[src/hw/rtl/fplc_pkg.sv]
`default_nettype none

package fplc_pkg;

   // Field widths
   localparam int SAMPLE_W = 16;
   localparam int CFG_W    = 5;
   localparam int POS_W    = 5;

   // Sizing and number format
   localparam int MAX_FIRST_LENGTH  = 16;
   localparam int MAX_SECOND_LENGTH = 16;
   localparam int PRODUCT_FRAC_BITS = 14;
   localparam int SUM_FRAC_BITS     = 13;

   // Register reset values
   localparam logic [CFG_W-1:0] FIRST_LENGTH_RESET  = CFG_W'(16);
   localparam logic [CFG_W-1:0] SECOND_LENGTH_RESET = CFG_W'(10);

   // Register indexes
   localparam int CSR_INDEX_W = 1;
   localparam logic [CSR_INDEX_W-1:0] CSR_FIRST_LENGTH  = 1'b0;
   localparam logic [CSR_INDEX_W-1:0] CSR_SECOND_LENGTH = 1'b1;

   // Derived widths
   localparam int MAX_LEN       = (MAX_FIRST_LENGTH > MAX_SECOND_LENGTH) ?
                                  MAX_FIRST_LENGTH : MAX_SECOND_LENGTH;
   localparam int LEN_W         = $clog2(MAX_LEN + 1);
   localparam int IDX1_W        = (MAX_FIRST_LENGTH > 1) ? $clog2(MAX_FIRST_LENGTH) : 1;
   localparam int IDX2_W        = (MAX_SECOND_LENGTH > 1) ? $clog2(MAX_SECOND_LENGTH) : 1;
   localparam int FIRST_ADDR_W  = IDX1_W + 1;
   localparam int SECOND_ADDR_W = IDX2_W + 1;
   localparam int N_W           = $clog2(MAX_FIRST_LENGTH + MAX_SECOND_LENGTH);
   localparam int SUM_W         = N_W + 1;
   localparam int PROD_W        = 2 * SAMPLE_W;

   // Product to sum format: shift down (truncate toward zero) or up
   localparam int FRAC_DIFF = PRODUCT_FRAC_BITS - SUM_FRAC_BITS;
   localparam int SHIFT_DN  = (FRAC_DIFF >= 0) ? FRAC_DIFF : 0;
   localparam int SHIFT_UP  = (FRAC_DIFF < 0) ? -FRAC_DIFF : 0;
   localparam logic signed [SAMPLE_W-1:0] TERM_BIAS = SAMPLE_W'((1 << SHIFT_DN) - 1);

   // Job queue between front and back
   localparam int QUEUE_DEPTH = 2;
   localparam int QPTR_W      = (QUEUE_DEPTH > 1) ? $clog2(QUEUE_DEPTH) : 1;
   localparam int QCNT_W      = $clog2(QUEUE_DEPTH + 1);

   typedef struct packed {
      logic             bank;
      logic [LEN_W-1:0] first_len;
      logic [LEN_W-1:0] second_len;
   } job_type;

   typedef struct packed {
      logic                      first_en;
      logic                      second_en;
      logic [FIRST_ADDR_W-1:0]   first_addr;
      logic [SECOND_ADDR_W-1:0]  second_addr;
      logic [SAMPLE_W-1:0]       data;
   } wr_type;

   typedef struct packed {
      logic active;
      logic done;
      logic bank;
   } back_stat_type;

   typedef enum logic [1:0] {
      BK_IDLE,
      BK_START,
      BK_ISSUE,
      BK_DRAIN
   } back_state_type;

   // Length register to working length: zero acts as one, clamp at the store size
   function automatic logic [LEN_W-1:0] eff_len(input logic [CFG_W-1:0] v, input int lim);
      logic [LEN_W-1:0] r;
      if (v == '0) begin
         r = LEN_W'(1);
      end else if (int'(v) > lim) begin
         r = LEN_W'(lim);
      end else begin
         r = LEN_W'(v);
      end
      return r;
   endfunction

   // One product moved to the sum format, wrapped to 16 bits
   function automatic logic signed [SAMPLE_W-1:0] term_fn(input logic signed [PROD_W-1:0] prod);
      logic signed [SAMPLE_W-1:0] z;
      logic signed [SAMPLE_W-1:0] bias;
      logic signed [SAMPLE_W-1:0] r;
      z    = prod[PRODUCT_FRAC_BITS +: SAMPLE_W];
      bias = z[SAMPLE_W-1] ? TERM_BIAS : '0;
      if (SHIFT_UP == 0) begin
         r = (z + bias) >>> SHIFT_DN;
      end else begin
         r = z <<< SHIFT_UP;
      end
      return r;
   endfunction

endpackage

`default_nettype wire

[src/hw/rtl/fplc_ram.sv]
`default_nettype none

module fplc_ram #(
   parameter int WIDTH  = 16,
   parameter int DEPTH  = 32,
   parameter int ADDR_W = (DEPTH > 1) ? $clog2(DEPTH) : 1
) (
   input  wire logic              clock,
   input  wire logic              wr_en,
   input  wire logic [ADDR_W-1:0] wr_addr,
   input  wire logic [WIDTH-1:0]  wr_data,
   input  wire logic              rd_en,
   input  wire logic [ADDR_W-1:0] rd_addr,
   output logic      [WIDTH-1:0]  rd_data
);

   logic [WIDTH-1:0] mem_ff [DEPTH];
   logic [WIDTH-1:0] rd_data_ff;

   always_ff @(posedge clock) begin
      if (wr_en) begin
         mem_ff[wr_addr] <= wr_data;
      end
      if (rd_en) begin
         rd_data_ff <= mem_ff[rd_addr];
      end
   end

   assign rd_data = rd_data_ff;

endmodule

`default_nettype wire

[src/hw/rtl/fplc_queue.sv]
`default_nettype none

module fplc_queue (
   input  wire logic             clock,
   input  wire logic             reset,
   input  wire logic             push,
   input  wire fplc_pkg::job_type push_job,
   input  wire logic             pop,
   output logic                  head_valid,
   output fplc_pkg::job_type     head_job,
   output logic                  full
);

   import fplc_pkg::*;

   job_type             entry_ff [QUEUE_DEPTH];
   logic [QPTR_W-1:0]   wr_ptr_ff, wr_ptr_in;
   logic [QPTR_W-1:0]   rd_ptr_ff, rd_ptr_in;
   logic [QCNT_W-1:0]   count_ff, count_in;
   logic                do_push, do_pop;

   assign do_push = push && !full;
   assign do_pop  = pop && head_valid;

   // Pointer and fill tracking
   always_comb begin
      wr_ptr_in = wr_ptr_ff;
      rd_ptr_in = rd_ptr_ff;
      count_in  = count_ff;
      if (do_push) begin
         wr_ptr_in = (wr_ptr_ff == QPTR_W'(QUEUE_DEPTH - 1)) ? '0 : wr_ptr_ff + 1'b1;
      end
      if (do_pop) begin
         rd_ptr_in = (rd_ptr_ff == QPTR_W'(QUEUE_DEPTH - 1)) ? '0 : rd_ptr_ff + 1'b1;
      end
      if (do_push && !do_pop) begin
         count_in = count_ff + 1'b1;
      end else if (do_pop && !do_push) begin
         count_in = count_ff - 1'b1;
      end
   end

   always_ff @(posedge clock) begin
      if (reset) begin
         wr_ptr_ff <= '0;
         rd_ptr_ff <= '0;
         count_ff  <= '0;
      end else begin
         wr_ptr_ff <= wr_ptr_in;
         rd_ptr_ff <= rd_ptr_in;
         count_ff  <= count_in;
      end
   end

   // Entry storage
   always_ff @(posedge clock) begin
      if (do_push) begin
         entry_ff[wr_ptr_ff] <= push_job;
      end
   end

   assign head_valid = (count_ff != '0);
   assign head_job   = entry_ff[rd_ptr_ff];
   assign full       = (count_ff == QCNT_W'(QUEUE_DEPTH));

endmodule

`default_nettype wire

[src/hw/rtl/fplc_front.sv]
`default_nettype none

module fplc_front (
   input  wire logic                                   clock,
   input  wire logic                                   reset,
   // configuration
   input  wire logic                                   csr_valid,
   output logic                                        csr_ready,
   input  wire logic [fplc_pkg::CSR_INDEX_W-1:0]       csr_index,
   input  wire logic [fplc_pkg::CFG_W-1:0]             csr_data,
   // samples
   input  wire logic                                   req_valid,
   output logic                                        req_ready,
   input  wire logic                                   req_mode,
   input  wire logic [fplc_pkg::SAMPLE_W-1:0]          req_sample,
   // store writes and job hand-off
   output fplc_pkg::wr_type                            wr,
   output logic                                        job_push,
   output fplc_pkg::job_type                           job,
   input  wire logic                                   queue_full,
   input  wire fplc_pkg::back_stat_type                stat
);

   import fplc_pkg::*;

   logic [CFG_W-1:0] first_length_ff, first_length_in;
   logic [CFG_W-1:0] second_length_ff, second_length_in;
   logic [LEN_W-1:0] first_count_ff, first_count_in;
   logic [LEN_W-1:0] second_count_ff, second_count_in;
   logic             bank_ff, bank_in;
   logic [1:0]       busy_ff, busy_in;

   logic [LEN_W-1:0] first_len, second_len;
   logic [LEN_W-1:0] first_next, second_next;
   logic             accept, wr_first, wr_second, complete;

   assign csr_ready = 1'b1;

   // Configuration registers
   always_comb begin
      first_length_in  = first_length_ff;
      second_length_in = second_length_ff;
      if (csr_valid) begin
         case (csr_index)
            CSR_FIRST_LENGTH:  first_length_in  = csr_data;
            CSR_SECOND_LENGTH: second_length_in = csr_data;
            default: ;
         endcase
      end
   end

   assign first_len  = eff_len(first_length_ff, MAX_FIRST_LENGTH);
   assign second_len = eff_len(second_length_ff, MAX_SECOND_LENGTH);

   // Take a beat only when the fill bank is free and the queue has room
   assign req_ready = !busy_ff[bank_ff] && !queue_full;
   assign accept    = req_valid && req_ready;

   // Classify the beat: store it or drop it when its sequence is full
   assign wr_first  = accept && !req_mode && (first_count_ff < first_len) &&
                      (first_count_ff < LEN_W'(MAX_FIRST_LENGTH));
   assign wr_second = accept && req_mode && (second_count_ff < second_len) &&
                      (second_count_ff < LEN_W'(MAX_SECOND_LENGTH));

   assign first_next  = first_count_ff + LEN_W'(wr_first);
   assign second_next = second_count_ff + LEN_W'(wr_second);
   assign complete    = accept && (first_next >= first_len) && (second_next >= second_len);

   assign wr.first_en    = wr_first;
   assign wr.second_en   = wr_second;
   assign wr.first_addr  = {bank_ff, first_count_ff[IDX1_W-1:0]};
   assign wr.second_addr = {bank_ff, second_count_ff[IDX2_W-1:0]};
   assign wr.data        = req_sample;

   assign job_push       = complete;
   assign job.bank       = bank_ff;
   assign job.first_len  = first_len;
   assign job.second_len = second_len;

   // Counts, fill bank and bank ownership
   always_comb begin
      first_count_in  = complete ? '0 : first_next;
      second_count_in = complete ? '0 : second_next;
      bank_in         = complete ? !bank_ff : bank_ff;
      busy_in         = busy_ff;
      if (complete) begin
         busy_in[bank_ff] = 1'b1;
      end
      if (stat.done) begin
         busy_in[stat.bank] = 1'b0;
      end
   end

   always_ff @(posedge clock) begin
      if (reset) begin
         first_length_ff  <= FIRST_LENGTH_RESET;
         second_length_ff <= SECOND_LENGTH_RESET;
         first_count_ff   <= '0;
         second_count_ff  <= '0;
         bank_ff          <= 1'b0;
         busy_ff          <= '0;
      end else begin
         first_length_ff  <= first_length_in;
         second_length_ff <= second_length_in;
         first_count_ff   <= first_count_in;
         second_count_ff  <= second_count_in;
         bank_ff          <= bank_in;
         busy_ff          <= busy_in;
      end
   end

endmodule

`default_nettype wire

[src/hw/rtl/fplc_back.sv]
`default_nettype none

module fplc_back (
   input  wire logic                                clock,
   input  wire logic                                reset,
   // job queue
   input  wire logic                                job_valid,
   input  wire fplc_pkg::job_type                   job,
   output logic                                     job_pop,
   // store reads
   output logic                                     rd_en,
   output logic [fplc_pkg::FIRST_ADDR_W-1:0]        rd_first_addr,
   output logic [fplc_pkg::SECOND_ADDR_W-1:0]       rd_second_addr,
   input  wire logic [fplc_pkg::SAMPLE_W-1:0]       rd_first_data,
   input  wire logic [fplc_pkg::SAMPLE_W-1:0]       rd_second_data,
   // status
   output fplc_pkg::back_stat_type                  stat,
   // results
   output logic                                     rsp_valid,
   input  wire logic                                rsp_ready,
   output logic signed [fplc_pkg::SAMPLE_W-1:0]     rsp_result,
   output logic [fplc_pkg::POS_W-1:0]               rsp_position,
   output logic                                     rsp_final_res
);

   import fplc_pkg::*;

   back_state_type              state_ff, state_in;
   logic                        bank_ff, bank_in;
   logic [LEN_W-1:0]            first_len_ff, first_len_in;
   logic [LEN_W-1:0]            second_len_ff, second_len_in;
   logic [N_W-1:0]              last_n_ff, last_n_in;
   logic [N_W-1:0]              n_ff, n_in;
   logic [LEN_W-1:0]            j_ff, j_in;
   logic [LEN_W-1:0]            jhi_ff, jhi_in;
   logic signed [SAMPLE_W-1:0]  acc_ff, acc_in;
   logic                        rd_v_ff, rd_v_in;
   logic                        prod_v_ff;
   logic signed [PROD_W-1:0]    prod_ff;
   logic                        out_valid_ff, out_valid_in;
   logic signed [SAMPLE_W-1:0]  out_result_ff, out_result_in;
   logic [POS_W-1:0]            out_pos_ff, out_pos_in;
   logic                        out_final_ff, out_final_in;
   logic                        done;

   logic [SUM_W-1:0]            n_x, l1_x, l2_x, j_x, i_x, jlo_x, jhi_x;
   logic                        out_free, pipe_empty;

   assign n_x  = SUM_W'(n_ff);
   assign l1_x = SUM_W'(first_len_ff);
   assign l2_x = SUM_W'(second_len_ff);
   assign j_x  = SUM_W'(j_ff);
   assign i_x  = n_x - j_x;

   // Term range of output n
   assign jlo_x = (n_x >= l2_x) ? n_x - l2_x + 1'b1 : '0;
   assign jhi_x = (n_x < l1_x) ? n_x : l1_x - 1'b1;

   assign out_free   = !out_valid_ff || rsp_ready;
   assign pipe_empty = !rd_v_ff && !prod_v_ff;

   assign rd_first_addr  = {bank_ff, j_ff[IDX1_W-1:0]};
   assign rd_second_addr = {bank_ff, i_x[IDX2_W-1:0]};

   // Sequencer: one term per cycle, then drain and emit
   always_comb begin
      state_in      = state_ff;
      bank_in       = bank_ff;
      first_len_in  = first_len_ff;
      second_len_in = second_len_ff;
      last_n_in     = last_n_ff;
      n_in          = n_ff;
      j_in          = j_ff;
      jhi_in        = jhi_ff;
      acc_in        = prod_v_ff ? acc_ff + term_fn(prod_ff) : acc_ff;
      rd_v_in       = 1'b0;
      rd_en         = 1'b0;
      job_pop       = 1'b0;
      done          = 1'b0;
      out_valid_in  = out_valid_ff && !rsp_ready;
      out_result_in = out_result_ff;
      out_pos_in    = out_pos_ff;
      out_final_in  = out_final_ff;
      case (state_ff)
         BK_IDLE: begin
            if (job_valid) begin
               job_pop       = 1'b1;
               bank_in       = job.bank;
               first_len_in  = job.first_len;
               second_len_in = job.second_len;
               last_n_in     = N_W'(SUM_W'(job.first_len) + SUM_W'(job.second_len) - 2'd2);
               n_in          = '0;
               state_in      = BK_START;
            end
         end
         BK_START: begin
            j_in     = LEN_W'(jlo_x);
            jhi_in   = LEN_W'(jhi_x);
            acc_in   = '0;
            state_in = BK_ISSUE;
         end
         BK_ISSUE: begin
            rd_en   = 1'b1;
            rd_v_in = 1'b1;
            if (j_ff == jhi_ff) begin
               state_in = BK_DRAIN;
            end else begin
               j_in = j_ff + 1'b1;
            end
         end
         BK_DRAIN: begin
            if (pipe_empty && out_free) begin
               out_valid_in  = 1'b1;
               out_result_in = acc_ff;
               out_pos_in    = POS_W'(n_ff);
               out_final_in  = (n_ff == last_n_ff);
               if (n_ff == last_n_ff) begin
                  done     = 1'b1;
                  state_in = BK_IDLE;
               end else begin
                  n_in     = n_ff + 1'b1;
                  state_in = BK_START;
               end
            end
         end
         default: state_in = BK_IDLE;
      endcase
   end

   always_ff @(posedge clock) begin
      if (reset) begin
         state_ff     <= BK_IDLE;
         rd_v_ff      <= 1'b0;
         prod_v_ff    <= 1'b0;
         out_valid_ff <= 1'b0;
      end else begin
         state_ff     <= state_in;
         rd_v_ff      <= rd_v_in;
         prod_v_ff    <= rd_v_ff;
         out_valid_ff <= out_valid_in;
      end
   end

   // Datapath: job fields, counters, multiplier, accumulator and output register
   always_ff @(posedge clock) begin
      bank_ff       <= bank_in;
      first_len_ff  <= first_len_in;
      second_len_ff <= second_len_in;
      last_n_ff     <= last_n_in;
      n_ff          <= n_in;
      j_ff          <= j_in;
      jhi_ff        <= jhi_in;
      acc_ff        <= acc_in;
      prod_ff       <= $signed(rd_first_data) * $signed(rd_second_data);
      out_result_ff <= out_result_in;
      out_pos_ff    <= out_pos_in;
      out_final_ff  <= out_final_in;
   end

   assign stat.active = (state_ff != BK_IDLE);
   assign stat.done   = done;
   assign stat.bank   = bank_ff;

   assign rsp_valid     = out_valid_ff;
   assign rsp_result    = out_result_ff;
   assign rsp_position  = out_pos_ff;
   assign rsp_final_res = out_final_ff;

endmodule

`default_nettype wire

[src/hw/rtl/fixed_point_linear_convolution.sv]
`default_nettype none

// Channel   Direction  Handshake              Payload
// csr       in         csr_valid/csr_ready    csr_index, csr_data
// req       in         req_valid/req_ready    req_mode, req_sample
// rsp       out        rsp_valid/rsp_ready    rsp_result, rsp_position, rsp_final_res
//
// Samples load at one beat per cycle into one of two store banks; a full run
// queues a job and loading of the next run goes on in the other bank.
// One shared multiply-accumulate makes the outputs one after another.
// req_ready drops while both banks hold unfinished runs; rsp stalls hold the
// sequencer in its drain step. Reset needs no clearing pass.

module fixed_point_linear_convolution (
   input  wire logic                                clock,
   input  wire logic                                reset,
   input  wire logic                                csr_valid,
   output logic                                     csr_ready,
   input  wire logic [fplc_pkg::CSR_INDEX_W-1:0]    csr_index,
   input  wire logic [fplc_pkg::CFG_W-1:0]          csr_data,
   input  wire logic                                req_valid,
   output logic                                     req_ready,
   input  wire logic                                req_mode,
   input  wire logic signed [fplc_pkg::SAMPLE_W-1:0] req_sample,
   output logic                                     rsp_valid,
   input  wire logic                                rsp_ready,
   output logic signed [fplc_pkg::SAMPLE_W-1:0]     rsp_result,
   output logic [fplc_pkg::POS_W-1:0]               rsp_position,
   output logic                                     rsp_final_res
);

   import fplc_pkg::*;

   wr_type                    wr;
   logic                      job_push, job_pop, head_valid, queue_full;
   job_type                   push_job, head_job;
   back_stat_type             stat;
   logic                      rd_en;
   logic [FIRST_ADDR_W-1:0]   rd_first_addr;
   logic [SECOND_ADDR_W-1:0]  rd_second_addr;
   logic [SAMPLE_W-1:0]       rd_first_data, rd_second_data;

   // Front: config, loading, completion check
   fplc_front u_front (
      .clock      (clock),
      .reset      (reset),
      .csr_valid  (csr_valid),
      .csr_ready  (csr_ready),
      .csr_index  (csr_index),
      .csr_data   (csr_data),
      .req_valid  (req_valid),
      .req_ready  (req_ready),
      .req_mode   (req_mode),
      .req_sample (req_sample),
      .wr         (wr),
      .job_push   (job_push),
      .job        (push_job),
      .queue_full (queue_full),
      .stat       (stat)
   );

   fplc_queue u_queue (
      .clock      (clock),
      .reset      (reset),
      .push       (job_push),
      .push_job   (push_job),
      .pop        (job_pop),
      .head_valid (head_valid),
      .head_job   (head_job),
      .full       (queue_full)
   );

   // Sample stores, two banks each
   fplc_ram #(
      .WIDTH  (SAMPLE_W),
      .DEPTH  (2 ** FIRST_ADDR_W),
      .ADDR_W (FIRST_ADDR_W)
   ) u_first_store (
      .clock   (clock),
      .wr_en   (wr.first_en),
      .wr_addr (wr.first_addr),
      .wr_data (wr.data),
      .rd_en   (rd_en),
      .rd_addr (rd_first_addr),
      .rd_data (rd_first_data)
   );

   fplc_ram #(
      .WIDTH  (SAMPLE_W),
      .DEPTH  (2 ** SECOND_ADDR_W),
      .ADDR_W (SECOND_ADDR_W)
   ) u_second_store (
      .clock   (clock),
      .wr_en   (wr.second_en),
      .wr_addr (wr.second_addr),
      .wr_data (wr.data),
      .rd_en   (rd_en),
      .rd_addr (rd_second_addr),
      .rd_data (rd_second_data)
   );

   // Back: convolution sequencer and output register
   fplc_back u_back (
      .clock          (clock),
      .reset          (reset),
      .job_valid      (head_valid),
      .job            (head_job),
      .job_pop        (job_pop),
      .rd_en          (rd_en),
      .rd_first_addr  (rd_first_addr),
      .rd_second_addr (rd_second_addr),
      .rd_first_data  (rd_first_data),
      .rd_second_data (rd_second_data),
      .stat           (stat),
      .rsp_valid      (rsp_valid),
      .rsp_ready      (rsp_ready),
      .rsp_result     (rsp_result),
      .rsp_position   (rsp_position),
      .rsp_final_res  (rsp_final_res)
   );

   // A finished job never overruns the queue
   assert property (@(posedge clock) disable iff (reset) job_push |-> !queue_full)
      else $error("job pushed into a full queue");

   // Loading never writes the bank that the back part is reading
   assert property (@(posedge clock) disable iff (reset)
      (wr.first_en && stat.active) |-> (wr.first_addr[FIRST_ADDR_W-1] != stat.bank))
      else $error("first store write hit the bank under computation");

   assert property (@(posedge clock) disable iff (reset)
      (wr.second_en && stat.active) |-> (wr.second_addr[SECOND_ADDR_W-1] != stat.bank))
      else $error("second store write hit the bank under computation");

   // Releasing a bank coincides with presenting the last output of its run
   assert property (@(posedge clock) disable iff (reset)
      stat.done |=> (rsp_valid && rsp_final_res))
      else $error("bank released without a final output");

endmodule

`default_nettype wire
[config.mk]
export PLATFORM = sky130hd
export DESIGN_NAME = fixed_point_linear_convolution
export DESIGN_NICKNAME = d
export VERILOG_FILES = /design/src/hw/rtl/fplc_pkg.sv /design/src/hw/rtl/fplc_ram.sv /design/src/hw/rtl/fplc_queue.sv /design/src/hw/rtl/fplc_front.sv /design/src/hw/rtl/fplc_back.sv /design/src/hw/rtl/fixed_point_linear_convolution.sv
export SDC_FILE = /design/constraint.sdc
export NUM_CORES = 2
export LEC_CHECK = 0
export ABC_AREA = 1
export BUFFER_PORTS_ARGS = -buffer_cell sky130_fd_sc_hd__buf_4
export CAP_MARGIN = 30
export CORE_UTILIZATION = 45
export CTS_CLUSTER_SIZE = 25
export DETAILED_ROUTE_END_ITERATION = 7
export HOLD_SLACK_MARGIN = 0.15
export PLACE_DENSITY = 0.58
export SLEW_MARGIN = 20
export SYNTH_ARGS = -nofsm -noshare
export SYNTH_HDL_FRONTEND = slang
export SYNTH_SLANG_ARGS = --single-unit
[constraint.sdc]
create_clock -name clock -period 13.1 [get_ports clock]
set_input_delay 0 -clock clock [delete_from_list [all_inputs] [get_ports clock]]
set_output_delay 0 -clock clock [all_outputs]
set_load 0.05 [all_outputs]
-- Word level (Yosys, flattened, before mapping)
Memory sizes are Yosys's and may differ from the RTL's. A register that Yosys moved wholly into a read port is not among the register bits.
Index checks and enable logic that the tools add are counted.
- bits in registers: 131
- bits in latches: 0
- memory bits (writable): 1046
- memory bits (read-only): 0
- input port bits: 28
- word-level logic and storage cells: 165
- memories: 3
- memories (memory ; depth ; bits a word ; rd ports ; clocked after Yosys merged registers in ; wr ports ; RTL line ; source):
    u_first_store.mem_ff ; 32 ; 16 ; 1 ; 1 ; 1 ; fplc_ram.sv:17 ; logic [WIDTH-1:0] mem_ff [DEPTH];
    u_second_store.mem_ff ; 32 ; 16 ; 1 ; 1 ; 1 ; fplc_ram.sv:17 ;
    u_queue.entry_ff ; 2 ; 11 ; 1 ; 1 ; 1 ; fplc_queue.sv:16 ; job_type entry_ff [QUEUE_DEPTH];
- add/sub/neg operators: 16
- multiply operators: 1
- divide/modulo/power cells: 0
- magnitude comparators: 14
- equality and inequality tests: 11
- shift-type cells: 0
- muxes and demuxes: 46
- bitwise gates (word level): 4
- reductions and logical operators: 45
- operators by type and width (operator ; number):
    two-way mux 5 bit ; 10
    multiplier 16 x 16 -> 30 bit ; 1
    two-way mux 1 bit ; 24
    one-hot mux 5 bit (2 select lines) ; 2
    logical AND 1 bit ; 19
    adder 16 x 15 -> 16 bit ; 1
    adder 16 x 2 -> 16 bit ; 1
    adder 5 x 1 -> 5 bit, second input constant ; 3
    greater-or-equal comparator 5 bit ; 3
    < comparator 5 bit ; 3
    two-way mux 2 bit ; 7
    adder 5 x 1 -> 5 bit ; 2
    == test 5 bit ; 2
    > comparator 5 bit, second input constant ; 2
    zero test 1 bit ; 10
    zero test 5 bit ; 2
    < comparator 5 bit, second input constant ; 2
    AND reduction 2 bit ; 5
    one-hot mux 2 bit (4 select lines) ; 1
    nonzero test 2 bit ; 4
    == test 2 bit, second input constant ; 3
    inequality test 2 bit, second input constant ; 3
    adder 5 bit ; 1
    subtractor 5 x 1 -> 5 bit, second input constant ; 1
    20 further kinds ; 25

-- Logic depth before layout (Yosys ltp)
- word-level depth: 17
- depth in mapped cells: 30
- depth with buffers taken out: 29

-- Modules after synthesis
From an unflattened synthesis, not the netlist that was laid out.
- cell total of the unflattened synthesis: 5849
- area total of the unflattened synthesis: 60932.2 um2
- modules (own cells, without submodules) (module ; times used ; cells an instance ; area each (um2) ; sequential area each (um2)):
    fplc_ram ; 2 ; 1794 ; 21461.8 ; 15855.2
    fplc_back ; 1 ; 1951 ; 15215.8 ; 2332.2
    fplc_front ; 1 ; 239 ; 1710.4 ; 460.4
    fplc_queue ; 1 ; 71 ; 1082.3 ; 760.7

-- Worst setup path after synthesis
No wires, ideal clock.
- kind: register to register
- start point: register u_first_store.rd_data_ff[15], in the netlist u_first_store.rd_data[15], read port of u_first_store.mem_ff
- end point: register u_back.prod_ff[29]
- setup time: 112 ps
- arrival time: 5239 ps
- data required time: 12988 ps
- slack: 7749 ps
- cell stages (with the launch flop): 24
- period minus slack after synthesis: 5351 ps
- cells stage by stage: edfxtp_1 > clkbuf_1 > nand2_1 > inv_1 > fa_1 > inv_1 > fa_1 > inv_1 > fa_1 > fa_1 > fa_1 > inv_1 > fa_1 > inv_1 > ha_1 > a21oi_1 > a21boi_0 > nand2_1 > nand2_1 > nand2_1 > a21oi_1 > inv_1 > nand2_1 > nand2_1
- word-level cells in the longest chain between the ends: 1
- RTL lines (item ; RTL line ; source):
    from (decl) ; fplc_ram.sv:18 ; logic [WIDTH-1:0] rd_data_ff;
    multiplier 16 x 16 -> 30 bit ; fplc_back.sv:154 ; prod_ff <= $signed(rd_first_data) * $signed(rd_second_data);
    to (signal assigned) ; fplc_back.sv:154 ;
    to (decl) ; fplc_back.sv:39 ; logic signed [PROD_W-1:0] prod_ff;
Every way passes these cells.
A chain may end at the register's enable or synchronous reset.

-- Worst setup path after layout
- start point: register u_second_store.rd_data_ff[7], in the netlist u_second_store.rd_data[7], read port of u_second_store.mem_ff
- end point: register u_back.prod_ff[16]
- word-level cells in the longest chain between the ends: 1
- RTL lines (item ; RTL line):
    from (decl) ; fplc_ram.sv:18
    multiplier 16 x 16 -> 30 bit ; fplc_back.sv:154
Every way passes these cells.

==> flow_summary.toml <==
[yosys]
synth_ff_type = "edfxtp_1"
synth.most_common_cell = "edfxtp_1"
netlist_area_um2 = 59000
synth_seq_cells = 1196
ys_seq_area_frac = 0.597
synth.largest_area_cell = "edfxtp_1"
yosysTopAreaCellShare = 0.575
async_flop_share = 0
synth_common_cells = "1131 x edfxtp_1, 863 x nor2_1, 633 x inv_1"
syn_area_per_cell_um2 = 11.1
synth_cell_type_count = 41
synth-edff-count = 1131
synth_warnings = 0
synthCells = 5315
syn-num-nets = 5742
synth_top_cells_by_area = "edfxtp_1 58%, fa_1 8.5%, nor2_1 5.5%"

[run]
maxCapViolations = 0

[drt]
vias_per_cell = 5.35
dr_total_vias = 38400
route.detailed.drc = 0
firstDrtPassIters = 6
wl_per_cell_um = 20.8
first_iter_violations = 3311
final_antenna_net_count = 0
drt_wl_total_um = 149000

[worst_setup_path]
required_ns = 13.72
cp_top_family = "adder cells"
ff2ff_setup_slack_ns = 7.16
slowest_delay_ns = 0.87
rr_endpoint = "u_back.prod_ff[16]"
critPathKind = "reg -> reg"
crit_slowest_cell = "edfxtp_1"
r2r_cells = 18
setup.worst_path.end_class = "flop"
path_max_fanout = 16
crit_arrival_ns = 6.55
crit_top_cell = "fa_1"
cp-start-kind = "flop"
crit_path_end = "u_back.prod_ff[16]"
reg2reg_from = "u_second_store.rd_data[7]"
crit_chain = "nand2_1 > fa_1 > inv_1 > fa_1 > inv_1 > fa_1 > inv_1 > fa_1 > fa_1 > inv_1 > fa_1 > inv_1 > ha_1 > a21oi_1 > a21boi_0 > o21ai_0 > a21oi_1 > xnor2_1"
startpoint = "u_second_store.rd_data[7]"
cp_num_cells = 18
cp.buffers_inverters = 5

[status]
status = "finished clean"

[finish]
drive_above_1_share = 0.0651
fill_cells = 11500
ff_latch_area_um2 = 35300
fin_nets = 5763
multiInputGateArea_um2 = 20300
syn_to_final_growth_pct = 11.2

[timing]
worst_pin_slew_ns = 1.07
slew_viol_final = 0
fin_skew_ns = 0.0846
fin_crit_sh = 0.453
setup_violations = 0
max_freq_ghz = 0.168
final_hold_viol_count = 0
rsz0062_at_grt = "false"
slew_headroom = 0.288
fin_setup_tns_ns = 0
min_period_ns = 5.94

[floorplan]
start_util = 0.455
dieHeight_um = 364
die_area_um2 = 133000
coreArea_um2 = 130000
num_io_pins = 53
rows = 132
dieWidth_um = 364

[global_route]
grt_max_degree = 199
gr-total-overflow = 0
grt_pass1_wl_um = 228000
track_usage = 0.226
antenna_found_initial = 4
first_global_vias = 37500

[clock_tree]
path_clk_slew_ns = 0.06
worstSkewPairLatency_ns = 0.77
tritoncts = "yes"
cts_made_buffers = 120
clockRootBuffer = "clkbuf_16"
clock_path_buffers = 3
post_cts_buffers = 0
htreeDepth = 3
ctsResizeCount = 0
clock_sinks = 1196

[worst_hold_path]
min_path_type = "in -> reg"
hold_path_startpoint = "csr_index"

[placement]
port_buffers = 51
gp_congestion = 0.844
dpl.hpwl_um = 89700
==> worst reg2reg max path, delay by kind of cell, from the launching register on <==
family,cells,cell delay [ns]
adder cells (fa/ha/maj),7,3.36
AO/OA/AOI/OAI,4,1.01
flip-flops,1,0.87
buffers and inverters,5,0.26
AND/OR/NAND/NOR,1,0.19
XOR/XNOR,1,0.14
==> flip-flops by register name, summed over array words and instances, names as in the netlist, 5 cells and up, named ones only <==
name / cells
u_back.rsp_position: 5
u_queue.entry_ff: 22
u_back.acc_ff: 16
u_back.last_n_ff: 5
u_back.prod_ff: 16
u_first_store.mem_ff: 512
u_back.second_len_ff: 5
u_back.jhi_ff: 5
u_back.n_ff: 5
u_front.second_count_ff: 5
u_front.second_length_ff: 5
u_front.first_length_ff: 5
u_second_store.mem_ff: 512
u_first_store.rd_data: 16
u_back.j_ff: 5
u_back.rsp_result: 16
u_front.first_count_ff: 5
u_second_store.rd_data: 16
u_back.first_len_ff: 5
==> stage by stage <==
stage	area [µm²]	util	std cells	setup WS, ns	hold slack (ns)
2_1_floorplan	59000	-	5315	7.75	0.0691
3_3_place_gp	61200	0.471	6905	7.21	0.220
3_5_place_dp	61200	0.472	6908	7.17	0.221
4_1_cts	65600	0.505	7174	7.19	0.180
5_1_grt	65600	0.506	7180	6.85	0.315
6_report	65600	0.506	7181	7.16	0.240
==> logic make-up after synthesis <==
logic type | after synthesis | synth area share
compound gates | 987 | 0.0952
xor+xnor | 60 | 0.00890
fa+ha+maj | 399 | 0.117
buf+inv | 922 | 0.0626
flops | 1196 | 0.597
mux | 5 | 0.000954
other cells | 1 | 0.0000635
simple gates | 1745 | 0.118
==> routing by layer <==
layer	track usage	vias to the layer above	part of all wire
li1	-	18100	-
met1	0.327	19100	0.45
met2	0.358	1025	0.47
met3	0.0300	187	0.058
met4	0.0631	0	0.022
met5	0	-	0
==> layout by cell type (no fill, tap or decap), drive strengths merged, types with 18 or more instances in the layout <==
master / instances
edfxtp: 1131
nor2: 863
inv: 640
nand2: 594
o21ai: 586
fa: 252
nand3: 207
o211ai: 178
clkbuf: 161
ha: 147
buf: 139
a21oi: 104
o22ai: 72
dfxtp: 65
clkinv: 48
dlygate4sd3: 42
xor2: 41
nor3: 35
o221ai: 22
xnor2: 19
nand4: 18
==> what timing repair did <==
action / in CTS / in global routing
setup endpoints to repair: 0 / 0
hold endpoints to repair: 1078 / 0
hold buffers: 42 / 0
==> area by class of cell <==
cell class              count  share of cell area
flip-flops and latches   1196               0.537
multi-input cells        3197               0.309
clock buffers             161              0.0494
inverters                 640              0.0368
well taps                1742              0.0332
repair buffers            181              0.0239
clock inverters            63              0.0103
diodes                      1           0.0000381
==> how the worst min path moves through the flow <==
| stage | to | slack [ns] | cells past startpoint |
|---|---|---|---|
| final | u_front.second_length_ff[2] | 0.24 | 4 |
| after global routing | u_second_store.mem_ff[11][11] | 0.32 | 5 |
| after CTS | u_front.second_length_ff[0] | 0.18 | 4 |
| after detailed placement | u_front.second_length_ff[3] | 0.22 | 3 |
| after global placement | u_front.second_length_ff[3] | 0.22 | 3 |
| after floorplan | u_back.rsp_valid | 0.07 | 1 |
Power is left out: the tool's default activity adds up to more than one toggle a clock period on the data nets, which glitch-free logic cannot reach.
